File: src/rtl/polar_pose_controller_defines.svh
// Assertion macros for the pose controller top level.
`ifndef POLAR_POSE_CONTROLLER_DEFINES_SVH
`define POLAR_POSE_CONTROLLER_DEFINES_SVH
`ifndef SYNTHESIS
`define PPC_ASSERT_IMPL(label, clk, rst_n, ante, cons) \
    label: assert property (@(posedge clk) disable iff (!rst_n) (ante) |-> (cons)) \
        else $error("assertion failed");
`define PPC_ASSERT_NEXT(label, clk, rst_n, ante, cons) \
    label: assert property (@(posedge clk) disable iff (!rst_n) (ante) |=> (cons)) \
        else $error("assertion failed");
`else
`define PPC_ASSERT_IMPL(label, clk, rst_n, ante, cons)
`define PPC_ASSERT_NEXT(label, clk, rst_n, ante, cons)
`endif
`endif

File: src/rtl/ppc_pkg.sv
// Package with types and constants of the pose controller.
`timescale 1ns / 1ps
`default_nettype none
package ppc_pkg;
    typedef enum logic [2:0] {
        ST_IDLE,
        ST_SQRT,
        ST_CORDIC,
        ST_MUL,
        ST_OUT
    } state_t;

    localparam logic [1:0] REG_KP  = 2'd0;
    localparam logic [1:0] REG_KA  = 2'd1;
    localparam logic [1:0] REG_KB  = 2'd2;
    localparam logic [1:0] REG_TOL = 2'd3;

    // Arctangent of 2^-i in Q30 radians.
    function automatic logic signed [33:0] atan_q30(input logic [4:0] i);
        logic signed [33:0] r;
        begin
            case (i)
                5'd0:  r = 34'sd843314857;
                5'd1:  r = 34'sd497837829;
                5'd2:  r = 34'sd263043836;
                5'd3:  r = 34'sd133525159;
                5'd4:  r = 34'sd67021687;
                5'd5:  r = 34'sd33543516;
                5'd6:  r = 34'sd16775851;
                5'd7:  r = 34'sd8388437;
                5'd8:  r = 34'sd4194283;
                5'd9:  r = 34'sd2097149;
                5'd10: r = 34'sd1048576;
                default: r = 34'sd1 <<< (5'd30 - i);
            endcase
            return r;
        end
    endfunction
endpackage
`default_nettype wire

File: src/rtl/ppc_cordic.sv
// Iterative CORDIC vectoring unit giving atan2 in Q30 radians.
`timescale 1ns / 1ps
`default_nettype none
module ppc_cordic
    import ppc_pkg::*;
#(
    parameter int STEPS = 16
)
(
    input  wire logic               clk,
    input  wire logic               rst_n,
    input  wire logic               start,
    input  wire logic signed [17:0] dx,
    input  wire logic signed [17:0] dy,
    output logic                    done,
    output logic signed [33:0]      angle
);
    localparam logic signed [33:0] HALF_PI = 34'sd1686629713;
    logic signed [37:0] x_reg, x_next, y_reg, y_next;
    logic signed [33:0] z_reg, z_next;
    logic [4:0] i_reg, i_next;
    logic busy_reg, busy_next;
    logic signed [37:0] xi, yi;

    // One micro-rotation per cycle.
    always_comb
    begin
        x_next = x_reg;
        y_next = y_reg;
        z_next = z_reg;
        i_next = i_reg;
        busy_next = busy_reg;
        xi = {{4{dx[17]}}, dx, 16'd0};
        yi = {{4{dy[17]}}, dy, 16'd0};
        if (start)
        begin
            x_next = xi;
            y_next = yi;
            z_next = '0;
            i_next = '0;
            busy_next = 1'b1;
            if (xi < 0)
            begin
                if (yi >= 0)
                begin
                    x_next = yi;
                    y_next = -xi;
                    z_next = HALF_PI;
                end
                else
                begin
                    x_next = -yi;
                    y_next = xi;
                    z_next = -HALF_PI;
                end
            end
        end
        else if (busy_reg)
        begin
            if (y_reg > 0)
            begin
                x_next = x_reg + (y_reg >>> i_reg);
                y_next = y_reg - (x_reg >>> i_reg);
                z_next = z_reg + atan_q30(i_reg);
            end
            else
            begin
                x_next = x_reg - (y_reg >>> i_reg);
                y_next = y_reg + (x_reg >>> i_reg);
                z_next = z_reg - atan_q30(i_reg);
            end
            i_next = i_reg + 5'd1;
            if (i_reg == 5'(STEPS - 1))
                busy_next = 1'b0;
        end
    end

    always_ff @(posedge clk or negedge rst_n)
    begin
        if (!rst_n)
        begin
            busy_reg <= 1'b0;
            i_reg <= '0;
        end
        else
        begin
            busy_reg <= busy_next;
            i_reg <= i_next;
        end
    end

    always_ff @(posedge clk)
    begin
        x_reg <= x_next;
        y_reg <= y_next;
        z_reg <= z_next;
    end

    assign done = busy_reg && (i_reg == 5'(STEPS - 1));
    assign angle = z_next;
endmodule
`default_nettype wire

File: config.mk
export PLATFORM = sky130hd
export DESIGN_NAME = ppc_cordic
export DESIGN_NICKNAME = d
export VERILOG_FILES = /design/src/rtl/polar_pose_controller_defines.svh /design/src/rtl/ppc_pkg.sv /design/src/rtl/ppc_cordic.sv
export SDC_FILE = /design/constraint.sdc
export NUM_CORES = 1
export LEC_CHECK = 0
export BUFFER_PORTS_ARGS = -buffer_cell sky130_fd_sc_hd__buf_2
export CELL_PAD_IN_SITES_DETAIL_PLACEMENT = 0
export CELL_PAD_IN_SITES_GLOBAL_PLACEMENT = 2
export CORE_MARGIN = 1
export CORE_UTILIZATION = 40
export DETAILED_ROUTE_END_ITERATION = 8
export HOLD_SLACK_MARGIN = 0.05
export PLACE_DENSITY = 0.95
export SYNTH_ARGS = -nofsm -noshare
export SYNTH_HDL_FRONTEND = slang
export SYNTH_SLANG_ARGS = --single-unit
File: constraint.sdc
create_clock -name clk -period 8.4 [get_ports clk]
set_input_delay 0.84 -clock clk [delete_from_list [all_inputs] [get_ports clk]]
set_output_delay 0.84 -clock clk [all_outputs]
set_load 0.1 [all_outputs]
After elaboration in Yosys (flattened, before gate mapping)
Cells that the tools add are included.
{ "totals": {"mem_bits_rw": 0, "mem_bits_ro": 0, "register_bits": 116, "word_cells": 62, "n_memories": 0, "latchBits": 0} }
{ "classes": {"magnitude_cmp": 3, "n_eq_ne": 11, "n_reduce_logical": 3, "mux": 27, "shift": 3, "bitwise": 0, "add_sub_neg": 10, "multipliers": 0, "div_mod_pow": 0} }
{ "ops": {"columns": ["op", "count"], "rows": [
  ["$mux 38", 10],
  ["$mux 34", 11],
  ["$pmux 34 s11", 1],
  ["$add 38x38->38", 2],
  ["$neg 34->38", 2],
  ["$sshr 38x5->38", 2],
  ["$sub 38x38->38", 2],
  ["$gt 38x1->1 const B", 1],
  ["$add 34x34->34", 1],
  ["$ge 34x1->1 const B", 1],
  ["$lt 34x1->1 const B", 1],
  ["$sshl 2x5->34 const A", 1],
  ["$sub 34x34->34", 1],
  ["$eq 5x3->1 const B", 4],
  ["$eq 5x4->1 const B", 4],
  ["$eq 5x2->1 const B", 2],
  ["$mux 5", 2],
  ["$add 5x1->5 const B", 1],
  ["$eq 5x1->1 const B", 1],
  ["$logic_not 5->1", 1],
  ["$sub 5x5->5 const A", 1],
  ["$mux 1", 3],
  ["$reduce_bool 2->1", 1],
  ["$logic_and 1x1->1", 1]
]} }

Logic depth before layout (Yosys ltp)
{ "logic_depth": {"ltp_word": 10, "mapped_depth": 29, "mapped_depth_nobuf": 23} }

Worst setup path before layout
OpenSTA, ideal clock, no wires.
{ "synth_timing": {"path_kind": "register -> output", "startpoint": "register i_reg[1]", "endpoint": "output angle[30]", "t_arrival_ns": 7.794, "path_stages_with_launch": 27, "path_slack_ns": -0.234, "path_buffers": 5, "required_ns": 7.560, "path_cell_list": "dfrtp_1 buf_4 inv_2 buf_1 clkbuf_1 ha_1 clkbuf_1 nor3_1 a2bb2oi_1 nor2_1 or3_1 buf_2 o31ai_1 or3_1 o31ai_2 o21ai_0 xor2_1 ha_1 nand3_1 nor2_1 a31oi_1 o31ai_1 o41a_1 a211o_1 a41oi_1 xor2_1 o21ai_0"} }
{ "synth_between": {"elab_chain_len": 10} }
{ "synth_rtl": {"columns": ["item", "line_no", "rtl"], "rows": [
  ["from (decl)", "ppc_cordic.sv:21", "logic [4:0] i_reg, i_next;"],
  ["from (signal assigned)", "ppc_cordic.sv:88", "i_reg <= i_next;"],
  ["$sub 5x5->5", "ppc_pkg.sv:34", "default: r = 34'sd1 <<< (5'd30 - i);"],
  ["$sshl 2x5->34", "ppc_pkg.sv:34", null],
  ["$pmux 34 s11 *", "ppc_pkg.sv:22", "case (i)"],
  ["$mux 34", "ppc_cordic.sv:60", "if (y_reg > 0)"],
  ["$mux 34", "ppc_cordic.sv:58", "else if (busy_reg)"],
  ["$mux 34", "ppc_cordic.sv:35", "if (start)"],
  ["$sub 34x34->34 or $add 34x34->34 (tied branches)", "ppc_cordic.sv:70, ppc_cordic.sv:64", null],
  ["$mux 34 *", "ppc_cordic.sv:60", null],
  ["$mux 34 *", "ppc_cordic.sv:58", null],
  ["$mux 34 *", "ppc_cordic.sv:35", null],
  ["to (decl)", "ppc_cordic.sv:16", "output logic signed [33:0] angle"]
]} }
Every way passes the cells marked *; elsewhere a longest branch is shown, timed or not. The select of a mux whose other input is x is not followed.

Worst setup path in the final report
{ "layout_timing": {"startpoint": "register i_reg[0]", "endpoint": "output angle[28]"} }
The elaborated chain is that of the path after synthesis.

==> reports/results.txt <==
Tot GR Track Use = 31.2%
synthesized area per cell = 8.16 µm²
crit path from = i_reg[0]
slowest cell on the critical path = a2111oi_0
Final Cell Area = 21400 µm²
Die W = 226 µm
post-synth top area share = 11.4%
max-cap violations = 0
worst hold path type = in2async
largest net degree at the start of global routing = 101
Required @ worst endpoint = 7.56 ns
CTS tree = yes
final setup TNS = 0 ns
via count of the first global-routing pass = 19526
sequential fraction of the synthesis area = 15.5%
count leader, synth = nor2_1
Area contributors post-synth = edfxtp_1 (11%), mux4_2 (8.0%), ha_1 (7.4%)
FF-to-FF Start = i_reg[3]
Synth Flop Type = edfxtp_1
root buffer cell = clkbuf_16
Post-synth ARST share = 5.17%
total CTS buffers = 17
WP buf/inv = 4
final WL = 79500 µm
Vias/cell = 6.57
placed cell areas = 20800 µm²
syn_nets = 2619
outcome = complete, no violations
Worst setup SP type = register
non-filler cells, final = 3115
routed vias = 20464
critical path class = reg2out
Max stage delay on crit path = 0.72 ns
Initial DRC Count = 1986
initial antenna violation count = 0
Avg WL per Cell = 25.5 µm
Final Max Tran Viols = 0
CP max FO = 13
critical path capture point type = primary output
Die ar. = 51100 µm²
CP Data Arrival Time = 7.09 ns
io pins = 74
Antenna diodes = 0
layout cells sized above 1 = 13.3%
Post-Syn Area = 20100 µm²
area growth from synthesis to layout = 6.79%
Syn Inst Count = 2459
core area = 49300 µm²
cts hold-fix bufs = 0
first-pass GRT wire length = 121000 µm
final hold vios = 0
Routability Congestion = 1.01
HPWL Detailed = 59900 µm
clk_lat worst skew = 0.50 ns
RSZ-0062 raised after global routing = false
CTS Sinks = 116
TritonRoute pass-1 iters = 6
slew margin rel. = 33.7%
Detail Route Antenna Nets = 0
htree depth = 4
CTS Buffer Depth = 2
Tcrit/Tclk final = 94.4%
Post-Route Skew = 0.0156 ns
# DRC = 0
PortBufs = 73
dominant cell type by area after synthesis = edfxtp_1
FMAX = 126 MHz
CP Cell Sequence = clkinv_1 -> ha_1 -> buf_4 -> o21bai_1 -> a2111oi_0 -> or2_2 -> a211oi_2 -> and3_1 -> a21oi_1 -> xor2_1 -> ha_1 -> or4_1 -> o21ai_0 -> a21oi_1 -> a211oi_1 -> buf_4 -> o31ai_1 -> o41a_1 -> a211o_1 -> a21o_1 -> xor2_1 -> a221o_1 -> buf_2
Synth top cells by count = nor2_1 (215), nand2_1 (206), o21ai_0 (193)
yosys warns = 0
Core Rows = 81
NumNets Final = 2598
chip height = 226 µm
minimum clock period = 7.93 ns
Starting Density = 40.7%
CP top delay family = compound AO/OA/AOI/OAI gates
synth unique cells = 107
total grt overflow = 0
Placed Cells = 3081
# setup viols final = 0
EDFF count, synth = 76
#FFs+latches synth = 116
Slew @ Worst Pin = 0.995 ns
Reg clk slew, reported paths = 0.07 ns
filler instances = 5014
-- kinds of logic after synthesis --
group,share of synthesized area (%)
compound gates,26.0
simple gates,18.0
mux,17.7
xor+xnor,9.70
buf+inv,5.49
fa+ha+maj,7.66
flops,15.5
-- placed cells by master, fill, tap and decap left out, types with 12 or more instances in the layout --
cell	instances
a211oi_1	25
a21o_1	63
a21oi_1	186
a221oi_1	12
a22oi_1	12
a31oi_1	31
and2_1	21
and3_1	18
buf_2	70
buf_4	45
clkbuf_16	19
dfxtp_1	34
edfxtp_1	76
ha_1	117
inv_1	50
mux2_2	49
mux2i_1	107
mux4_2	71
nand2_1	206
nand2b_1	31
nand3_1	59
nor2_1	214
nor2b_1	27
nor3_1	56
nor4_1	16
o211ai_1	45
o21a_1	21
o21ai_0	188
o21bai_1	17
o221ai_1	12
o22ai_1	38
o31ai_1	22
or2_2	18
or3_1	23
xnor2_1	110
xor2_1	107
-- layout make-up --
class,instances,area (µm²),area share [%]
Clock inverter,9,48.8,0.228
Inverter,55,206,0.964
Multi-Input combinational cell,2127,15900,74.2
Clock buffer,23,499,2.33
Sequential cell,116,3130,14.6
Timing Repair Buffer,121,816,3.81
Tap cell,664,831,3.88
-- per-layer routing --
metal	vias to the layer above	GRT usage (%)	part of all wire (%)
met3	225	5.31	8.2
li1	9305	-	-
met4	0	17.8	5.5
met2	1087	50.0	46
met1	9847	39.6	40
met5	-	0	0
-- stage by stage --
stage,setup slack (ns),util [%],hold WS (ns)
6_report,0.474,43.5,0.169
4_1_cts,0.374,43.3,0.136
2_1_floorplan,0.117,-,0.544
5_1_grt,0.0141,43.5,0.169
3_5_place_dp,0.844,42.2,0.517
3_3_place_gp,0.875,42.2,0.528
-- path summary, 6_finish.rpt --
check	endpoint	slack, ns	depth (start not counted)
worst min register to register	z_reg[31]	0.54	2
worst max register to register	x_reg[37]	0.63	23
worst min-delay path	i_reg[1]	0.17	1
worst max-delay path	angle[28]	0.47	23
min in group clk	z_reg[31]	0.54	2
max in group asynchronous	i_reg[2]	8.03	1
-- what timing repair did --
| item | in CTS | in global routing |
|---|---|---|
| resized for setup | 0 | 10 |
| buffers inserted | 0 | 1 |
| setup endpoints to repair | 0 | 6 |
Power is not shown: default switching activity piles up to over one toggle a cycle in this logic, so the estimate is an artifact.
