<file path="src/rtl/polar_pose_controller_defines.svh">
// Assertion macros for the pose controller top level.
`ifndef POLAR_POSE_CONTROLLER_DEFINES_SVH
`define POLAR_POSE_CONTROLLER_DEFINES_SVH
`ifndef SYNTHESIS
`define PPC_ASSERT_IMPL(label, clk, rst_n, ante, cons) \
    label: assert property (@(posedge clk) disable iff (!rst_n) (ante) |-> (cons)) \
        else $error("assertion failed");
`define PPC_ASSERT_NEXT(label, clk, rst_n, ante, cons) \
    label: assert property (@(posedge clk) disable iff (!rst_n) (ante) |=> (cons)) \
        else $error("assertion failed");
`else
`define PPC_ASSERT_IMPL(label, clk, rst_n, ante, cons)
`define PPC_ASSERT_NEXT(label, clk, rst_n, ante, cons)
`endif
`endif

</file>
<file path="src/rtl/ppc_pkg.sv">
// Package with types and constants of the pose controller.
`timescale 1ns / 1ps
`default_nettype none
package ppc_pkg;
    typedef enum logic [2:0] {
        ST_IDLE,
        ST_SQRT,
        ST_CORDIC,
        ST_MUL,
        ST_OUT
    } state_t;

    localparam logic [1:0] REG_KP  = 2'd0;
    localparam logic [1:0] REG_KA  = 2'd1;
    localparam logic [1:0] REG_KB  = 2'd2;
    localparam logic [1:0] REG_TOL = 2'd3;

    // Arctangent of 2^-i in Q30 radians.
    function automatic logic signed [33:0] atan_q30(input logic [4:0] i);
        logic signed [33:0] r;
        begin
            case (i)
                5'd0:  r = 34'sd843314857;
                5'd1:  r = 34'sd497837829;
                5'd2:  r = 34'sd263043836;
                5'd3:  r = 34'sd133525159;
                5'd4:  r = 34'sd67021687;
                5'd5:  r = 34'sd33543516;
                5'd6:  r = 34'sd16775851;
                5'd7:  r = 34'sd8388437;
                5'd8:  r = 34'sd4194283;
                5'd9:  r = 34'sd2097149;
                5'd10: r = 34'sd1048576;
                default: r = 34'sd1 <<< (5'd30 - i);
            endcase
            return r;
        end
    endfunction
endpackage
`default_nettype wire

</file>
<file path="src/rtl/ppc_sqrt.sv">
// Bit-serial integer square root, two radicand bits per cycle.
`timescale 1ns / 1ps
`default_nettype none
module ppc_sqrt
    import ppc_pkg::*;
(
    input  wire logic        clk,
    input  wire logic        rst_n,
    input  wire logic        start,
    input  wire logic [35:0] radicand,
    output logic             done,
    output logic [17:0]      root
);
    logic [35:0] n_reg, n_next;
    logic [19:0] rem_reg, rem_next;
    logic [17:0] q_reg, q_next;
    logic [4:0]  cnt_reg, cnt_next;
    logic        busy_reg, busy_next;
    logic [19:0] trial;

    // One restoring step per cycle.
    always_comb
    begin
        n_next = n_reg;
        rem_next = rem_reg;
        q_next = q_reg;
        cnt_next = cnt_reg;
        busy_next = busy_reg;
        trial = {rem_reg[17:0], n_reg[35:34]} - {q_reg, 2'b01};
        if (start)
        begin
            n_next = radicand;
            rem_next = '0;
            q_next = '0;
            cnt_next = '0;
            busy_next = 1'b1;
        end
        else if (busy_reg)
        begin
            n_next = {n_reg[33:0], 2'b00};
            if (!trial[19])
            begin
                rem_next = trial;
                q_next = {q_reg[16:0], 1'b1};
            end
            else
            begin
                rem_next = {rem_reg[17:0], n_reg[35:34]};
                q_next = {q_reg[16:0], 1'b0};
            end
            cnt_next = cnt_reg + 5'd1;
            if (cnt_reg == 5'd17)
                busy_next = 1'b0;
        end
    end

    always_ff @(posedge clk or negedge rst_n)
    begin
        if (!rst_n)
        begin
            busy_reg <= 1'b0;
            cnt_reg <= '0;
        end
        else
        begin
            busy_reg <= busy_next;
            cnt_reg <= cnt_next;
        end
    end

    always_ff @(posedge clk)
    begin
        n_reg <= n_next;
        rem_reg <= rem_next;
        q_reg <= q_next;
    end

    assign done = busy_reg && (cnt_reg == 5'd17);
    assign root = q_next;
endmodule
`default_nettype wire

</file>
<file path="config.mk">
export PLATFORM = sky130hd
export DESIGN_NAME = ppc_sqrt
export DESIGN_NICKNAME = d
export VERILOG_FILES = /design/src/rtl/polar_pose_controller_defines.svh /design/src/rtl/ppc_pkg.sv /design/src/rtl/ppc_sqrt.sv
export SDC_FILE = /design/constraint.sdc
export NUM_CORES = 1
export LEC_CHECK = 0
export ABC_AREA = 1
export BUFFER_PORTS_ARGS = -buffer_cell sky130_fd_sc_hd__buf_4
export CAP_MARGIN = 20
export CORE_MARGIN = 2
export CORE_UTILIZATION = 53
export DETAILED_ROUTE_END_ITERATION = 10
export GPL_ROUTABILITY_DRIVEN = 0
export PLACE_DENSITY_LB_ADDON = 0.2
export SETUP_SLACK_MARGIN = 0.3
export SYNTH_ARGS = -nofsm -noshare
export SYNTH_HDL_FRONTEND = slang
export SYNTH_SLANG_ARGS = --single-unit
</file>
<file path="constraint.sdc">
create_clock -name clk -period 2.55 [get_ports clk]
set_clock_uncertainty 0.2 [all_clocks]
set_input_delay 0 -clock clk [delete_from_list [all_inputs] [get_ports clk]]
set_output_delay 0 -clock clk [all_outputs]
set_load 0.05 [all_outputs]
</file>
======== Word level (Yosys, flattened, before mapping) ========
Cells that the tools add are included.
storage, ports and cells
  input port bits ......................... 39
  output and inout port bits .............. 19
  register bits ........................... 78
  word-level logic and storage cells ...... 21
cells by class
  reductions and logical operators ........ 2
  eq/ne operators ......................... 1
  mux-type cells .......................... 11
  add/sub/neg operators ................... 2
operators by type and width
  operator               count
  $mux W36               2
  $mux W18               3
  $sub A20 B20 Y20       1
  $mux W5                2
  $add A5 B1 Y5 const B  1
  $eq A5 B5 Y1 const B   1
  $mux W1                4
  $reduce_bool A2 Y1     1
  $logic_and A1 B1 Y1    1

======== Longest topological paths before layout ========
  word-level depth ........................ 4
  mapped depth ............................ 16
  gate-level depth less buffers ........... 15

======== Worst setup path before layout ========
No wires, ideal clock.
  kind .................................... register to register
  start ................................... register busy_reg
  end ..................................... register q_reg[10]
  buffers on the path ..................... 1
  slack ................................... -0.518 ns
  arrival ................................. 2.526 ns
  cell stages (with the launch flop) ...... 5
  data required time ...................... 2.008 ns
  period minus slack after synthesis ...... 3.068 ns
  library setup time ...................... 0.342 ns
  cells stage by stage .................... dfrtp_1 -> nor2_1 -> clkinv_1 -> clkbuf_1 -> o22ai_1
between the ends
  word-level cells in the longest chain between the ends .. 2
ends and longest elaborated chain
  what                    line            RTL
  from (decl)             ppc_sqrt.sv:18  logic busy_reg, busy_next;
  from (signal assigned)  ppc_sqrt.sv:66  busy_reg <= busy_next;
  $mux W18                ppc_sqrt.sv:38  else if (busy_reg)
  $mux W18                ppc_sqrt.sv:30  if (start)
  named net root[10]      ppc_sqrt.sv:12  output logic [17:0] root
  to (signal assigned)    ppc_sqrt.sv:75  q_reg <= q_next;
  to (decl)               ppc_sqrt.sv:16  logic [17:0] q_reg, q_next;
The timed path passes the listed nets, and every way through them passes these cells.
A chain may end at the register's enable or synchronous reset.

======== Worst setup path after layout ========
  start ................................... register rem_reg[9]
  end ..................................... register rem_reg[11]
between the ends
  word-level cells in the longest chain between the ends .. 2
ends and longest elaborated chain
  what                    line            RTL
  from (decl)             ppc_sqrt.sv:15  logic [19:0] rem_reg, rem_next;
  from (signal assigned)  ppc_sqrt.sv:74  rem_reg <= rem_next;
  $sub A20 B20 Y20        ppc_sqrt.sv:29  trial = {rem_reg[17:0], n_reg[35:34]} - {q_reg, 2'b01};
  $mux W18 (*)            ppc_sqrt.sv:41  if (!trial[19])
Every way passes the cells marked *; elsewhere a longest branch is shown, timed or not.

==> impl_metrics.csv <==
group,metric,value,unit
synth,synth_area_per_cell,7.49,um^2
synth,synth-warning-count,0,
critical_path,end_kind,"flip-flop",
floorplanning,fp-row-count,34,
sta,tightest_slew,0.460,ns
synth,synth_edf_count,36,
place,place_ws,0.160,ns
cells_and_area,largest_reg_flops,36,
power,powerDensity,1220,mW/mm^2
cells_and_area,final_nets,834,
clocking,cts_buffer_depth,2,
routing,initialDrtViolationCount,514,
synth,netlist_top_cells_area,"edfxtp_1, nand2_1, dfxtp_1",
sta,setup_ws,0.121,ns
critical_path,cpMostUsedCell,"nand2_2",
clocking,htree_levels,3,
job,cap_viol_max_count,0,
routing,vias,5139,
synth,yosysMostFrequentCell,"nand2_1",
power,vdd_drop_max,513,uV
floorplanning,pin_count,58,
synth,synth_top_cell_by_area,"edfxtp_1",
routing,ant_nets,0,
grt,grt_pass1_wl,22000,um
synth,seq_area_frac_synth,0.420,
clocking,cts_tree,"built",
place,placed_cells,777,
critical_path,worst_path_dominant_cell_family,"simple AND/OR/NAND/NOR gates",
critical_path,worst_path_max_delay_cell,"dfxtp_1",
clocking,cts_sinks,78,
floorplanning,start_util,0.541,
critical_path,crit_path_cell_trace,"ha_4 -> nand2_2 -> nor2_4 -> nand2_2 -> nor2_4 -> nand2_4 -> nand3_4 -> buf_12 -> nand2_8 -> buf_8 -> nand3_2 -> nand2_2 -> nand2_2 -> nand2_1",
grt,track_usage,0.285,
critical_path,cpPeakStageDelay,0.39,ns
cells_and_area,final_cells,888,
critical_path,cp.required,2.60,ns
cells_and_area,drive_gt1_frac,0.358,
sta,relSlewSlack,0.693,
synth,synth-seq-cells,78,
routing,vias_per_cell,5.79,
routing,drt-total-wl,16900,um
floorplanning,die_area,0.00954,mm^2
synth,synth_cells,621,
power,leakagePower,3.32,nW
synth,ys_async_sr_fraction,0.0769,
place,hpwl,7810,um
sta,max_freq,0.412,GHz
critical_path,arrival,2.48,ns
clocking,cts-root-buf,"clkbuf_8",
min_path,hp-class,"in2reg",
synth,yosys.cell_types.count,33,
routing,drc,0,
clocking,cts_buffers,9,
sta,drv_slew,0,
synth,synth_nets,680,
sta,finalHoldViolCount,0,
sta,tns,0,ns
place,portBuffers,57,
clocking,clk_latency,0.35,ns
cells_and_area,nFillCells,471,
sta,finalSetupViolCount,0,
grt,grt_antenna_before_repair,0,
clocking,clkTransAtPathRegs,0.09,ns
sta,finalCritPeriodShare,0.953,
floorplanning,die_height,97.7,um
floorplanning,die_w,97.7,um
synth,yosys-top-cells-count,"nand2_1, inv_1, nand3_1",
power,p_total,8.30,mW
routing,wl_per_cell,19.0,um
critical_path,cp_num_buf_inv,2,
critical_path,crit_path_start_kind,"flip-flop",
synth,synth_top_flop_cell,"edfxtp_1",
critical_path,crit_fanout,6,
cells_and_area,syn_to_final_growth,46.9,%
grt,grt_pass1_vias,4735,
grt,grt_overflow,0,
synth,syn_area,0.00465,mm^2
outcome,status,"finished, final reports clean",
cells_and_area,diodes,0,
grt,grt_max_degree,42,
cells_and_area,fin_area,0.00683,mm^2
sta,grt_setup_unrepaired,"yes",
synth,synth_top_area_frac,0.233,
critical_path,crit_type,"reg2reg",
sta,period_minus_slack,2.43,ns
place,placed_area,0.00526,mm^2
floorplanning,core_area,0.00859,mm^2
routing,dr.pass1.iters,5,
==> metrics by stage <==
step | utilization | hold WS [ns]
global route | 0.794 | 0.269
detailed placement | 0.612 | -0.388
CTS | 0.737 | 0.258
finish | 0.794 | 0.274
floorplan | - | -0.496
global placement | 0.612 | -0.391
==> routing by layer <==
metal | vias up | GRT usage | part of all wire
li1 | 2272 | - | -
met1 | 2404 | 0.342 | 0.36
met2 | 365 | 0.512 | 0.49
met3 | 98 | 0.0439 | 0.083
met4 | 0 | 0.111 | 0.062
met5 | - | 0 | 0
==> kinds of logic after synthesis <==
kind of cell             synth area share
AO/OA/AOI/OAI                      0.0495
XOR/XNOR                           0.0151
adder cells (fa/ha/maj)            0.0538
buffers and inverters              0.0929
flip-flops                          0.420
AND/OR/NAND/NOR                     0.369
==> layout by cell type, fill, tap and decap left out, types with 3 or more instances in the layout <==
cell           count
nor2_1            18
clkbuf_8           9
inv_4              5
dfxtp_1           11
o21ai_0            4
nand2_2           22
inv_2             18
edfxtp_1          36
o22ai_2            8
ha_1               3
buf_12             4
nand4_1            6
inv_1             61
dfrtp_1            6
dfxtp_2           23
nand2_4            9
ha_4              17
nor2_4             5
nand2_8            3
nand3_1           29
buf_6              5
dlygate4sd3_1     44
nand3_2           26
buf_4            104
clkinvlp_4         3
a21oi_1           12
nand2_1          245
o22ai_1            8
xor2_1             5
nor3_1             3
==> final timing paths <==
| check | startpoint | slack [ns] | depth (start not counted) | end |
|---|---|---|---|---|
| worst min register to register | rem_reg[8] | 0.31 | 2 | rem_reg[8] |
| worst max-delay path | rem_reg[9] | 0.12 | 14 | rem_reg[11] |
| max in group asynchronous | rst_n | 1.51 | 3 | busy_reg |
| worst max register to register | rem_reg[9] | 0.12 | 14 | rem_reg[11] |
| worst min-delay path | radicand[22] | 0.27 | 4 | n_reg[22] |
| min in group asynchronous | rst_n | 0.41 | 3 | cnt_reg[1] |
==> worst reg2reg max path, cell delays in order, from the launching register on <==
cell and delay, ns:
dfxtp_1 0.39, ha_4 0.33, nand2_2 0.07, nor2_4 0.15, nand2_2 0.11, nor2_4 0.11, nand2_4 0.09, nand3_4 0.17
buf_12 0.15, nand2_8 0.09, buf_8 0.18, nand3_2 0.07, nand2_2 0.08, nand2_2 0.08, nand2_1 0.06
==> where the power goes <==
part | switching, mW | total, mW | leakage (nW) | internal [mW]
logic | 3.33 | 5.65 | 2.46 | 2.33
clock network | 0.486 | 0.935 | 0.0861 | 0.449
registers | 0.194 | 1.71 | 0.780 | 1.52
==> timing repair <==
| action | CTS | global route |
|---|---|---|
| hold buffers | 44 | 0 |
| gates cloned | 0 | 2 |
| gates resized for setup | 66 | 64 |
| setup endpoints to repair | 19 | 26 |
| pin swaps | 10 | 34 |
| endpoints found under the hold margin | 44 | 0 |
| setup buffers | 15 | 34 |
==> cell type report <==
| cell class | instances | area (um^2) | area share |
|---|---|---|---|
| Clock buffer | 10 | 128 | 0.0187 |
| Clock inverter | 6 | 62.6 | 0.00916 |
| Inverter | 86 | 339 | 0.0497 |
| Multi-Input combinational cell | 440 | 2760 | 0.405 |
| Sequential cell | 78 | 1990 | 0.291 |
| Tap cell | 108 | 135 | 0.0198 |
| Timing Repair Buffer | 160 | 1410 | 0.207 |
(Power assumes the default switching activity.)
